===== src/hw/rtl/repeating_timer_scheduler_assert.svh =====
// ----------------------------------------------------------------------------
// repeating_timer_scheduler_assert
// assertion macros for the repeating timer scheduler
// ----------------------------------------------------------------------------
`ifndef REPEATING_TIMER_SCHEDULER_ASSERT_SVH
`define REPEATING_TIMER_SCHEDULER_ASSERT_SVH

// same-cycle implication, checked out of reset
`define RTS_ASSERT_NOW(label, ante, cons) \
  label: assert property (@(posedge clk) disable iff (!rst_n) (ante) |-> (cons)) \
    else $error("rts assertion failed");

// next-cycle implication, checked out of reset
`define RTS_ASSERT_NEXT(label, ante, cons) \
  label: assert property (@(posedge clk) disable iff (!rst_n) (ante) |=> (cons)) \
    else $error("rts assertion failed");

`endif


===== src/hw/rtl/rts_pkg.sv =====
// ----------------------------------------------------------------------------
// rts_pkg
// shared types and constants of the repeating timer scheduler
// ----------------------------------------------------------------------------
`default_nettype none

package rts_pkg;

  localparam int TIMER_SLOTS = 16;
  localparam int SLOT_W      = $clog2(TIMER_SLOTS);
  localparam int DL_W        = 49;
  localparam int NOW_W       = 48;
  localparam int Q_DEPTH     = 2;
  localparam int Q_PTR_W     = $clog2(Q_DEPTH);
  localparam int Q_CNT_W     = $clog2(Q_DEPTH + 1);

  typedef enum logic [1:0] {
    OP_ADD    = 2'd0,
    OP_CANCEL = 2'd1,
    OP_CHECK  = 2'd2,
    OP_NOP    = 2'd3
  } op_t;

  typedef enum logic [1:0] {
    ST_OK       = 2'd0,
    ST_REPLACED = 2'd1,
    ST_UNKNOWN  = 2'd2,
    ST_FULL     = 2'd3
  } status_t;

  localparam logic KIND_FIRED  = 1'b0;
  localparam logic KIND_STATUS = 1'b1;

  typedef struct packed {
    op_t          op;
    logic [31:0]  owner;
    logic [30:0]  session;
    logic [15:0]  count;
    logic [31:0]  period;
    logic [NOW_W-1:0] now;
  } cmd_t;

endpackage

`default_nettype wire


===== src/hw/rtl/rts_front.sv =====
// ----------------------------------------------------------------------------
// rts_front
// takes commands, decodes them and holds them in a short queue
// ----------------------------------------------------------------------------
`default_nettype none

module rts_front (
  input  wire logic          clk,
  input  wire logic          rst_n,
  input  wire logic          start,
  output logic               busy,
  input  wire logic [1:0]    in_operation,
  input  wire logic [31:0]   in_owner_handle,
  input  wire logic [30:0]   in_session_id,
  input  wire logic [15:0]   in_repeat_count,
  input  wire logic [31:0]   in_interval_ms,
  input  wire logic [47:0]   in_now_ms,
  output logic               q_valid,
  output rts_pkg::cmd_t      q_cmd,
  input  wire logic          q_pop
);
  import rts_pkg::*;

  cmd_t                 q_mem [Q_DEPTH];
  logic [Q_PTR_W-1:0]   wr_ptr_r, rd_ptr_r;
  logic [Q_CNT_W-1:0]   cnt_r;
  logic                 push;
  logic                 pop;
  cmd_t                 dec;

  assign busy    = (cnt_r == Q_CNT_W'(Q_DEPTH));
  assign push    = start && !busy;
  assign q_valid = (cnt_r != '0);
  assign pop     = q_pop && q_valid;
  assign q_cmd   = q_mem[rd_ptr_r];

  // zero interval runs as one millisecond
  always_comb begin
    dec.op      = op_t'(in_operation);
    dec.owner   = in_owner_handle;
    dec.session = in_session_id;
    dec.count   = in_repeat_count;
    dec.period  = (in_interval_ms == '0) ? 32'd1 : in_interval_ms;
    dec.now     = in_now_ms;
  end

  always_ff @(posedge clk) begin
    if (push) begin
      q_mem[wr_ptr_r] <= dec;
    end
  end

  always_ff @(posedge clk) begin
    if (!rst_n) begin
      wr_ptr_r <= '0;
      rd_ptr_r <= '0;
      cnt_r    <= '0;
    end else begin
      if (push) begin
        wr_ptr_r <= wr_ptr_r + 1'b1;
      end
      if (pop) begin
        rd_ptr_r <= rd_ptr_r + 1'b1;
      end
      case ({push, pop})
        2'b10:   cnt_r <= cnt_r + 1'b1;
        2'b01:   cnt_r <= cnt_r - 1'b1;
        default: cnt_r <= cnt_r;
      endcase
    end
  end

endmodule

`default_nettype wire


===== src/hw/rtl/rts_back.sv =====
// ----------------------------------------------------------------------------
// rts_back
// slot table and the sequencer that carries out queued commands
// ----------------------------------------------------------------------------
`default_nettype none

module rts_back (
  input  wire logic          clk,
  input  wire logic          rst_n,
  input  wire logic          q_valid,
  input  wire rts_pkg::cmd_t q_cmd,
  output logic               q_pop,
  output logic               out_valid,
  output logic               out_kind,
  output logic [31:0]        out_fired_handle,
  output logic [30:0]        out_fired_session,
  output logic [31:0]        out_gap_ms,
  output logic               out_any_pending,
  output logic [1:0]         out_status,
  output logic               out_last
);
  import rts_pkg::*;

  localparam logic [SLOT_W-1:0] IDX_LAST = SLOT_W'(TIMER_SLOTS - 1);

  typedef enum logic [2:0] {
    S_IDLE, S_KEY_SCAN, S_APPLY, S_GAP_SCAN, S_CLEAR, S_PICK_SCAN, S_FIRE, S_REPORT
  } state_t;

  // slot payload
  logic [31:0]     owner_mem  [TIMER_SLOTS];
  logic [30:0]     sess_mem   [TIMER_SLOTS];
  logic [15:0]     rem_mem    [TIMER_SLOTS];
  logic [31:0]     per_mem    [TIMER_SLOTS];
  logic [DL_W-1:0] dl_mem     [TIMER_SLOTS];

  state_t                  state_r, state_nxt;
  cmd_t                    cmd_r, cmd_nxt;
  logic [TIMER_SLOTS-1:0]  valid_r, valid_nxt;
  logic [TIMER_SLOTS-1:0]  canc_r, canc_nxt;
  logic [TIMER_SLOTS-1:0]  keyed_r, keyed_nxt;
  logic [SLOT_W-1:0]       idx_r, idx_nxt;
  logic                    old_found_r, old_found_nxt;
  logic [SLOT_W-1:0]       old_r, old_nxt;
  logic                    free_found_r, free_found_nxt;
  logic [SLOT_W-1:0]       free_r, free_nxt;
  logic                    best_found_r, best_found_nxt;
  logic [DL_W-1:0]         best_r, best_nxt;
  logic                    due_found_r, due_found_nxt;
  logic [DL_W-1:0]         due_r, due_nxt;
  logic [SLOT_W-1:0]       pick_r, pick_nxt;
  logic [31:0]             pk_owner_r, pk_owner_nxt;
  logic [30:0]             pk_sess_r, pk_sess_nxt;
  logic [15:0]             pk_rem_r, pk_rem_nxt;
  logic [31:0]             pk_per_r, pk_per_nxt;
  logic [1:0]              st_r, st_nxt;

  logic                    out_valid_r, out_valid_nxt;
  logic                    out_kind_r, out_kind_nxt;
  logic [31:0]             out_handle_r, out_handle_nxt;
  logic [30:0]             out_sess_r, out_sess_nxt;
  logic [31:0]             out_gap_r, out_gap_nxt;
  logic                    out_any_r, out_any_nxt;
  logic [1:0]              out_status_r, out_status_nxt;
  logic                    out_last_r, out_last_nxt;

  logic                    add_we, fire_rem_we, fire_dl_we;
  logic                    cur_live;
  logic [DL_W-1:0]         cur_dl;
  logic [DL_W-1:0]         now_x;
  logic [DL_W-1:0]         gap_diff;
  logic [15:0]             rem_dec;
  logic                    any_live;

  assign cur_live = valid_r[idx_r] && !canc_r[idx_r];
  assign cur_dl   = dl_mem[idx_r];
  assign now_x    = {1'b0, cmd_r.now};
  assign gap_diff = best_r - now_x;
  assign rem_dec  = pk_rem_r - 16'd1;
  assign any_live = |(valid_r & ~canc_r);
  assign q_pop    = (state_r == S_IDLE);

  always_comb begin
    state_nxt      = state_r;
    cmd_nxt        = cmd_r;
    valid_nxt      = valid_r;
    canc_nxt       = canc_r;
    keyed_nxt      = keyed_r;
    idx_nxt        = idx_r;
    old_found_nxt  = old_found_r;
    old_nxt        = old_r;
    free_found_nxt = free_found_r;
    free_nxt       = free_r;
    best_found_nxt = best_found_r;
    best_nxt       = best_r;
    due_found_nxt  = due_found_r;
    due_nxt        = due_r;
    pick_nxt       = pick_r;
    pk_owner_nxt   = pk_owner_r;
    pk_sess_nxt    = pk_sess_r;
    pk_rem_nxt     = pk_rem_r;
    pk_per_nxt     = pk_per_r;
    st_nxt         = st_r;
    out_valid_nxt  = 1'b0;
    out_kind_nxt   = KIND_STATUS;
    out_handle_nxt = '0;
    out_sess_nxt   = '0;
    out_gap_nxt    = '0;
    out_any_nxt    = 1'b0;
    out_status_nxt = ST_OK;
    out_last_nxt   = 1'b0;
    add_we         = 1'b0;
    fire_rem_we    = 1'b0;
    fire_dl_we     = 1'b0;

    case (state_r)
      S_IDLE: begin
        if (q_valid) begin
          cmd_nxt        = q_cmd;
          idx_nxt        = '0;
          old_found_nxt  = 1'b0;
          free_found_nxt = 1'b0;
          best_found_nxt = 1'b0;
          due_found_nxt  = 1'b0;
          st_nxt         = ST_OK;
          case (q_cmd.op)
            OP_ADD, OP_CANCEL: state_nxt = S_KEY_SCAN;
            OP_CHECK:          state_nxt = S_CLEAR;
            default:           state_nxt = S_REPORT;
          endcase
        end
      end

      // look for the keyed slot of the session and the first free slot
      S_KEY_SCAN: begin
        if (!old_found_r && valid_r[idx_r] && keyed_r[idx_r] &&
            sess_mem[idx_r] == cmd_r.session) begin
          old_found_nxt = 1'b1;
          old_nxt       = idx_r;
        end
        if (!free_found_r && !valid_r[idx_r]) begin
          free_found_nxt = 1'b1;
          free_nxt       = idx_r;
        end
        idx_nxt = idx_r + 1'b1;
        if (idx_r == IDX_LAST) begin
          state_nxt = S_APPLY;
        end
      end

      S_APPLY: begin
        idx_nxt = '0;
        if (cmd_r.op == OP_ADD) begin
          state_nxt = S_GAP_SCAN;
          if (!free_found_r) begin
            st_nxt = ST_FULL;
          end else begin
            if (old_found_r) begin
              canc_nxt[old_r]  = 1'b1;
              keyed_nxt[old_r] = 1'b0;
              st_nxt           = ST_REPLACED;
            end
            valid_nxt[free_r] = 1'b1;
            canc_nxt[free_r]  = 1'b0;
            keyed_nxt[free_r] = 1'b1;
            add_we            = 1'b1;
          end
        end else begin
          state_nxt = S_REPORT;
          if (old_found_r) begin
            canc_nxt[old_r] = 1'b1;
            st_nxt          = ST_OK;
          end else begin
            st_nxt = ST_UNKNOWN;
          end
        end
      end

      // earliest live deadline after an add
      S_GAP_SCAN: begin
        if (cur_live && (!best_found_r || cur_dl < best_r)) begin
          best_found_nxt = 1'b1;
          best_nxt       = cur_dl;
        end
        idx_nxt = idx_r + 1'b1;
        if (idx_r == IDX_LAST) begin
          state_nxt = S_REPORT;
        end
      end

      // free every cancelled slot at once
      S_CLEAR: begin
        valid_nxt = valid_r & ~canc_r;
        keyed_nxt = keyed_r & ~(valid_r & canc_r);
        canc_nxt  = '0;
        idx_nxt   = '0;
        state_nxt = S_PICK_SCAN;
      end

      // one pass finds the earliest due timer and the earliest live deadline
      S_PICK_SCAN: begin
        if (cur_live && (!best_found_r || cur_dl < best_r)) begin
          best_found_nxt = 1'b1;
          best_nxt       = cur_dl;
        end
        if (cur_live && cur_dl <= now_x && (!due_found_r || cur_dl < due_r)) begin
          due_found_nxt = 1'b1;
          due_nxt       = cur_dl;
          pick_nxt      = idx_r;
          pk_owner_nxt  = owner_mem[idx_r];
          pk_sess_nxt   = sess_mem[idx_r];
          pk_rem_nxt    = rem_mem[idx_r];
          pk_per_nxt    = per_mem[idx_r];
        end
        idx_nxt = idx_r + 1'b1;
        if (idx_r == IDX_LAST) begin
          state_nxt = due_found_nxt ? S_FIRE : S_REPORT;
        end
      end

      S_FIRE: begin
        out_valid_nxt  = 1'b1;
        out_kind_nxt   = KIND_FIRED;
        out_handle_nxt = pk_owner_r;
        out_sess_nxt   = pk_sess_r;
        if (pk_rem_r != '0) begin
          fire_rem_we = 1'b1;
        end
        if (pk_rem_r == 16'd1) begin
          valid_nxt[pick_r] = 1'b0;
          keyed_nxt[pick_r] = 1'b0;
        end else begin
          fire_dl_we = 1'b1;
        end
        idx_nxt        = '0;
        best_found_nxt = 1'b0;
        due_found_nxt  = 1'b0;
        state_nxt      = S_PICK_SCAN;
      end

      S_REPORT: begin
        out_valid_nxt  = 1'b1;
        out_kind_nxt   = KIND_STATUS;
        out_any_nxt    = any_live;
        out_status_nxt = st_r;
        out_last_nxt   = 1'b1;
        if ((cmd_r.op == OP_ADD || cmd_r.op == OP_CHECK) && best_found_r &&
            best_r > now_x) begin
          out_gap_nxt = (gap_diff[DL_W-1:32] != '0) ? 32'hFFFF_FFFF : gap_diff[31:0];
        end
        state_nxt = S_IDLE;
      end

      default: state_nxt = S_IDLE;
    endcase
  end

  // slot payload writes
  always_ff @(posedge clk) begin
    if (add_we) begin
      owner_mem[free_r] <= cmd_r.owner;
      sess_mem[free_r]  <= cmd_r.session;
      rem_mem[free_r]   <= cmd_r.count;
      per_mem[free_r]   <= cmd_r.period;
      dl_mem[free_r]    <= now_x + {{(DL_W-32){1'b0}}, cmd_r.period};
    end else begin
      if (fire_rem_we) begin
        rem_mem[pick_r] <= rem_dec;
      end
      if (fire_dl_we) begin
        dl_mem[pick_r] <= now_x + {{(DL_W-32){1'b0}}, pk_per_r};
      end
    end
  end

  always_ff @(posedge clk) begin
    if (!rst_n) begin
      state_r     <= S_IDLE;
      valid_r     <= '0;
      canc_r      <= '0;
      keyed_r     <= '0;
      out_valid_r <= 1'b0;
    end else begin
      state_r     <= state_nxt;
      valid_r     <= valid_nxt;
      canc_r      <= canc_nxt;
      keyed_r     <= keyed_nxt;
      out_valid_r <= out_valid_nxt;
    end
    cmd_r        <= cmd_nxt;
    idx_r        <= idx_nxt;
    old_found_r  <= old_found_nxt;
    old_r        <= old_nxt;
    free_found_r <= free_found_nxt;
    free_r       <= free_nxt;
    best_found_r <= best_found_nxt;
    best_r       <= best_nxt;
    due_found_r  <= due_found_nxt;
    due_r        <= due_nxt;
    pick_r       <= pick_nxt;
    pk_owner_r   <= pk_owner_nxt;
    pk_sess_r    <= pk_sess_nxt;
    pk_rem_r     <= pk_rem_nxt;
    pk_per_r     <= pk_per_nxt;
    st_r         <= st_nxt;
    out_kind_r   <= out_kind_nxt;
    out_handle_r <= out_handle_nxt;
    out_sess_r   <= out_sess_nxt;
    out_gap_r    <= out_gap_nxt;
    out_any_r    <= out_any_nxt;
    out_status_r <= out_status_nxt;
    out_last_r   <= out_last_nxt;
  end

  assign out_valid         = out_valid_r;
  assign out_kind          = out_kind_r;
  assign out_fired_handle  = out_handle_r;
  assign out_fired_session = out_sess_r;
  assign out_gap_ms        = out_gap_r;
  assign out_any_pending   = out_any_r;
  assign out_status        = out_status_r;
  assign out_last          = out_last_r;

endmodule

`default_nettype wire


===== src/hw/rtl/repeating_timer_scheduler.sv =====
// add runs key scan, apply, gap scan and report; cancel runs key scan, apply and report;
// check runs clear, then a pick scan and a fire per due timer, a last pick scan and report
// throughput: one transaction at a time in the back end, paced by its one-slot-per-cycle scan
// a two-entry command queue keeps start open while the back end works
// rst_n is synchronous: it empties the queue and frees every slot
// each result is strobed for one cycle on out_valid; the receiver cannot stall
// ----------------------------------------------------------------------------
// repeating_timer_scheduler
// session-keyed table of repeating software timers with earliest-first firing
// ----------------------------------------------------------------------------
`default_nettype none

`include "repeating_timer_scheduler_assert.svh"

module repeating_timer_scheduler (
  input  wire logic        clk,
  input  wire logic        rst_n,
  // command transaction
  input  wire logic        start,
  output logic             busy,
  input  wire logic [1:0]  in_operation,
  input  wire logic [31:0] in_owner_handle,
  input  wire logic [30:0] in_session_id,
  input  wire logic [15:0] in_repeat_count,
  input  wire logic [31:0] in_interval_ms,
  input  wire logic [47:0] in_now_ms,
  // result transaction
  output logic             out_valid,
  output logic             out_kind,
  output logic [31:0]      out_fired_handle,
  output logic [30:0]      out_fired_session,
  output logic [31:0]      out_gap_ms,
  output logic             out_any_pending,
  output logic [1:0]       out_status,
  output logic             out_last
);
  import rts_pkg::*;

  // queue between the decode front and the slot sequencer
  logic q_valid;
  cmd_t q_cmd;
  logic q_pop;

  // front: accepts a transaction, normalizes the interval, queues it
  rts_front u_front (
    .clk             (clk),
    .rst_n           (rst_n),
    .start           (start),
    .busy            (busy),
    .in_operation    (in_operation),
    .in_owner_handle (in_owner_handle),
    .in_session_id   (in_session_id),
    .in_repeat_count (in_repeat_count),
    .in_interval_ms  (in_interval_ms),
    .in_now_ms       (in_now_ms),
    .q_valid         (q_valid),
    .q_cmd           (q_cmd),
    .q_pop           (q_pop)
  );

  // back: scans the slot table, fires due timers, reports status
  rts_back u_back (
    .clk               (clk),
    .rst_n             (rst_n),
    .q_valid           (q_valid),
    .q_cmd             (q_cmd),
    .q_pop             (q_pop),
    .out_valid         (out_valid),
    .out_kind          (out_kind),
    .out_fired_handle  (out_fired_handle),
    .out_fired_session (out_fired_session),
    .out_gap_ms        (out_gap_ms),
    .out_any_pending   (out_any_pending),
    .out_status        (out_status),
    .out_last          (out_last)
  );

  // a fired notice never closes a transaction
  `RTS_ASSERT_NOW(a_fired_not_last, out_valid && out_kind == KIND_FIRED, !out_last)
  // an accepted command is waiting in the queue on the next cycle
  `RTS_ASSERT_NEXT(a_push_queued, start && !busy, q_valid)
  // the back end returns to idle after the closing status
  `RTS_ASSERT_NEXT(a_gap_after_last, out_valid && out_last, !out_valid)

endmodule

`default_nettype wire


===== config.mk =====
export PLATFORM = sky130hd
export DESIGN_NAME = repeating_timer_scheduler
export DESIGN_NICKNAME = d
export VERILOG_FILES = /design/src/hw/rtl/rts_pkg.sv /design/src/hw/rtl/rts_front.sv /design/src/hw/rtl/rts_back.sv /design/src/hw/rtl/repeating_timer_scheduler.sv
export VERILOG_INCLUDE_DIRS = /design/src /design/src/hw/rtl
export SDC_FILE = /design/constraint.sdc
export NUM_CORES = 2
export LEC_CHECK = 0
export ABC_CLOCK_PERIOD_IN_PS = 29700
export BUFFER_PORTS_ARGS = -buffer_cell sky130_fd_sc_hd__buf_2
export CAP_MARGIN = 40
export CORE_MARGIN = 1.5
export CORE_UTILIZATION = 38
export CTS_CLUSTER_SIZE = 40
export DETAILED_ROUTE_END_ITERATION = 10
export HOLD_SLACK_MARGIN = 0.15
export RECOVER_POWER = 50
export SLEW_MARGIN = 40
export SYNTH_ARGS = -nofsm -noshare
export SYNTH_HDL_FRONTEND = slang
export SYNTH_HIERARCHICAL = 1
export SYNTH_SLANG_ARGS = --single-unit

===== constraint.sdc =====
create_clock -name clk -period 29.7 [get_ports clk]
set_clock_uncertainty 0.05 [all_clocks]
set_input_delay 2.97 -clock clk [delete_from_list [all_inputs] [get_ports clk]]
set_output_delay 2.97 -clock clk [all_outputs]
set_load 0.1 [all_outputs]

Word-level counts from Yosys, hierarchy flattened
Memory sizes are Yosys's and may differ from the RTL's. A register that Yosys moved wholly into a read port is not among the register bits. Index checks and enable logic that the tools add are counted.

Reductions and logical operators: 64. $lt $le $gt $ge: 11. $mul: 0. Shifts and indexed selects: 0. Bitwise logic cells: 15. Multiplexer cells: 90. Equality and inequality tests: 28. Div/mod/pow operators: 0. $add $sub $neg: 9.

Operators by type and width (number): 2-to-1 mux 16 bit (17); bitwise AND 16 bit (7); adder 48 x 32 -> 49 bit (2); less-than comparator 49 bit (2); one-hot mux 16 bit (3 select lines) (2); inverter 16 bit (5); 2-to-1 mux 32 bit (2); greater-than comparator 49 x 48 -> 1 bit (1); less-or-equal comparator 49 x 48 -> 1 bit (1); 2-to-1 mux 49 bit (1); OR reduction 49 bit (1); subtractor 49 x 48 -> 49 bit (1); OR 16 bit (3); 2-to-1 mux 1 bit (37); logical NOT 32 bit (1); one-hot mux 16 bit (2 select lines) (1); OR reduction 16 bit (2); == test 31 bit (1); one-hot mux 3 bit (7 select lines) (1); less-than comparator 4 x 5 -> 1 bit (second input constant) (4); 2-to-1 mux 4 bit (5); != test 2 x 1 -> 1 bit (second input constant) (10); AND reduction 2 bit (9); nonzero test 17 bit (1); 36 further kinds (100).

Bits in registers: 468. Input port bits: 164. Memory bits (writable): 2882. Output and inout bits: 102. Memories kept: 6. Logic and storage cells: 256. ROM bits: 0. Latch bits: 0.

Memory list: u_back.dl_mem (words 16, width 49, read ports 1, clocked after memory_dff 1, write ports 1, line rts_back.sv:35) `logic [DL_W-1:0] dl_mem [TIMER_SLOTS];`; u_back.owner_mem (words 16, width 32, read ports 1, clocked after memory_dff 1, write ports 1, line rts_back.sv:31) `logic [31:0] owner_mem [TIMER_SLOTS];`; u_back.per_mem (words 16, width 32, read ports 1, clocked after memory_dff 1, write ports 1, line rts_back.sv:34) `logic [31:0] per_mem [TIMER_SLOTS];`; u_back.sess_mem (words 16, width 31, read ports 1, clocked after memory_dff 1, write ports 1, line rts_back.sv:32) `logic [30:0] sess_mem [TIMER_SLOTS];`; u_front.q_mem (words 2, width 161, read ports 1, clocked after memory_dff 1, write ports 1, line rts_front.sv:24) `cmd_t q_mem [Q_DEPTH];`; u_back.rem_mem (words 16, width 16, read ports 1, clocked after memory_dff 1, write ports 1, line rts_back.sv:33) `logic [15:0] rem_mem [TIMER_SLOTS];`.

Longest topological paths before layout
Depth after elaboration: 14. Gate-level depth with buffers: 19. Depth with buffers taken out: 17.

Hierarchy
The synthesis kept the hierarchy.

By module, submodules not included: rts_back (instances 1, seq. area each 91768.0 um2, area an instance 124209.1 um2, cells an instance 6085); rts_front (instances 1, seq. area each 9769.4 um2, area an instance 12051.6 um2, cells an instance 570).

Worst setup path before layout
OpenSTA, ideal clock, no wires.

Path kind: register to register. Start: register with a tool-made name. End: register u_back.due_r[0], enable pin. Arrival time: 16.735 ns. Buffers on the path: 6. Setup slack: 11.985 ns. Stages on the path, launching flop included: 20. Data required time: 28.719 ns. Period minus slack after synthesis: 17.715 ns. Setup time: 0.931 ns. Cell sequence: dfxtp_1 buf_2 buf_2 buf_2 buf_2 clkbuf_1 buf_1 mux4_2 mux4_2 ha_1 a21o_1 a21o_1 a21o_1 a21o_1 a21o_1 a21o_1 a211oi_1 o31a_1 o211ai_1 a211oi_1.

RTL lines: to (signal assigned) (line rts_back.sv:299) `due_r <= due_nxt;`; to (decl) (line rts_back.sv:50) `logic [DL_W-1:0] due_r, due_nxt;`.

==> impl_metrics.ini <==
[outcome]
outcome = finished with violations
violations = capacitance limit, slew limit

[sta]
final_max_slew_viol_count = 2094
layout_setup_ws_ps = 17640
fin_crit_ps = 12060
rsz0062_at_grt = false
final.setup.tns_ps = 0
max_freq_mhz = 82.9
relSlewSlack_pct = -464
fin_worst_hold_slack_ps = 395
worst_slew_pin_slew_ps = 8470
fin_crit_sh_pct = 40.6
hold_violations = 0
setup_viol = 0

[floorplan]
core-area_sq_um = 356000
io_pins = 266
initial_core_util_pct = 38.2
fp.dieArea_sq_um = 362000
die_w_microns = 602
chipHeight_microns = 602
rows = 219

[critical_path]
cp.arrival_ps = 12490
slowest_stage = clkbuf_1
cp_cell_sequence = clkbuf_1 -> mux4_2 -> mux4_2 -> ha_1 -> a21o_1 -> a21o_1 -> a21o_1 -> a21o_1 -> a21o_1 -> a21o_1 -> a211oi_1 -> o31a_1 -> o211ai_1 -> a211oi_4 -> buf_4 -> buf_12 -> buf_16
crit_family = buffers and inverters
worst_setup_path_end_kind = flip-flop
required_ps = 30130
rrSetupSlack_ps = 17640
path_class = reg2reg
crit_top_cell = a21o_1
cp_slowest_stage_delay_ps = 4460
path_buf_inv = 4
critical_path.max_fanout = 98
worst_setup_path_start_kind = flip-flop

[cts]
cts.repair.resized = 0
cts_tree = yes
ctsHoldBuffers = 0
cts_root_buf = clkbuf_16
cts_num_sinks = 3435
clk_pin_slew_ps = 60
postCtsSetupRepairBufs = 0
cts_buffer_depth = 4
clkLatencyLatePin_ps = 910
htreeDepth = 5
cts_made_buffers = 344

[global_routing]
grt_pass1_wl_microns = 486000
grt_antenna_before_repair = 27
grt_max_degree = 127
first_global_vias = 68900
grt_usage_pct = 18.3
overflow = 0

[logic_synthesis]
synth_top_area_share_pct = 72.2
ys_seq_area_share_pct = 74.5
async_reset_ff_share_pct = 0
synthFlopType = edfxtp_1
synth.cell_area_sq_um = 136000
synth_edf_count = 3274
synth_common_cells = edfxtp_1, mux4_2, ha_1
syn-num-nets = 7050
syn_inst = 6655
yosysTopAreaCell = edfxtp_1
yosys_register_bits = 3435
avgSynthCellArea_sq_um = 20.5
synth_most_common_cell = edfxtp_1
synth_warnings = 6
yosysUniqueCellTypes = 82
yosys-top-cells-area = edfxtp_1, mux4_2, dfxtp_1

[power]
p_leak_nw = 49.5
ir_drop_mv = 0.0692
power_density_nw_per_um2 = 97.0

[detailed_routing]
ant_nets = 0
vias = 66900
drt_first_pass_iters = 5
routedWlPerCell_microns = 27.9
avgViaCountPerCell = 5.52
drcViolationCount = 0
wl_microns = 338000
drt_iter0_markers = 6496

[final_layout]
nNetsFinal = 7483
syn_to_final_growth_pct = 13.7
drive_gt1_share_pct = 25.0

[place]
port_buffers = 265
place_ws_ps = 21700
dp_hpwl_microns = 194000
place_congestion = 0.908

[worst_hold_path]
worstHoldPathType = reg2reg

[run]
drv_cap = 47
## routing by layer
metal  global-route usage [%]  vias up  routed length, microns
li1                         -    28200                       -
met1                     24.3    35700                  137000
met2                     31.7     2398                  171000
met3                     2.49      501                   20100
met4                     5.04        2                    9300
met5                        0        -                      18
## worst paths after layout
| kind | from | to | depth (start not counted) |
|---|---|---|---|
| setup reg to reg | flip-flop | u_back/pk_per_r[2] | 17 |
| hold / removal | u_back/pk_sess_r[17] | u_back/out_fired_session[17] | 1 |
| setup / recovery | flip-flop | u_back/pk_per_r[2] | 17 |
| hold reg to reg | u_back/pk_sess_r[17] | u_back/out_fired_session[17] | 1 |
## state kept, by name, summed over array words and instances, names as in the netlist, 16 cells and up, named ones only
name                      cells
u_back/dl_mem               784
u_back/owner_mem            512
u_back/per_mem              512
u_back/sess_mem             496
u_front/q_mem               322
u_back/rem_mem              256
u_back/cmd_r                161
u_back/best_r                49
u_back/due_r                 49
u_back/out_fired_handle      32
u_back/out_gap_ms            32
u_back/pk_owner_r            32
u_back/pk_per_r              32
u_back/out_fired_session     31
u_back/pk_sess_r             31
u_back/canc_r                16
u_back/keyed_r               16
u_back/pk_rem_r              16
u_back/valid_r               16
## layout make-up
| class | count | area, sq um |
|---|---|---|
| Timing Repair Buffer | 406 | 2530 |
| Inverter | 214 | 825 |
| Clock buffer | 451 | 9380 |
| Clock inverter | 164 | 1540 |
| Fill cell | 30300 | 202000 |
| Sequential cell | 3435 | 102000 |
| Tap cell | 4751 | 5940 |
| Antenna cell | 12 | 30.0 |
| Multi-Input combinational cell | 2687 | 33100 |
## layout by cell type (no fill, tap or decap), types with 30 or more instances in the layout
cell type	synthesis	routed
o21ai_0	109	107
ha_1	229	229
clkinv_1	0	59
clkbuf_1	211	234
buf_4	5	63
a21boi_0	35	35
buf_2	30	151
and2_1	83	38
nor2_1	158	142
clkinv_2	0	53
a41oi_2	30	30
mux2_1	0	59
a21o_1	118	118
xnor2_1	88	61
nand3_1	61	61
mux4_2	814	814
a21oi_1	156	138
dfxtp_1	161	159
clkbuf_16	0	358
nor3_1	65	65
edfxtp_1	3274	3274
inv_1	213	196
and2_0	1	46
nand4_1	68	68
nand2_1	112	112
mux2_2	196	137
## stage by stage
stage	instances	util, %	power (mW)	instance area, sq um
3_3_place_gp	11500	40.2	10.6	143000
4_1_cts	12100	43.5	15.0	155000
5_1_grt	12100	43.4	15.6	155000
3_5_place_dp	11500	40.5	10.8	144000
2_1_floorplan	6655	-	9.39	136000
6_report	12100	43.4	15.0	155000
## logic make-up (layout without fill, tap and decap cells)
family | after synthesis | count (layout) | share of synthesized area (%)
xor gates and xnor gates | 123 | 123 | 0.791
muxes | 1017 | 1017 | 15.1
other | 0 | 12 | 0
DFF | 3435 | 3435 | 74.5
and+or+nand+nor | 684 | 684 | 2.59
adders and majority gates | 231 | 231 | 2.13
AOI/OAI and AO/OA | 632 | 632 | 3.23
buffers and inverters | 533 | 1235 | 1.61
## report_power, final
group | internal, mW | switching [mW] | total [mW]
clock | 2.46 | 1.79 | 4.25
sequential | 6.34 | 0.346 | 6.69
combinational | 1.76 | 2.33 | 4.09
(Power assumes the default switching activity.)
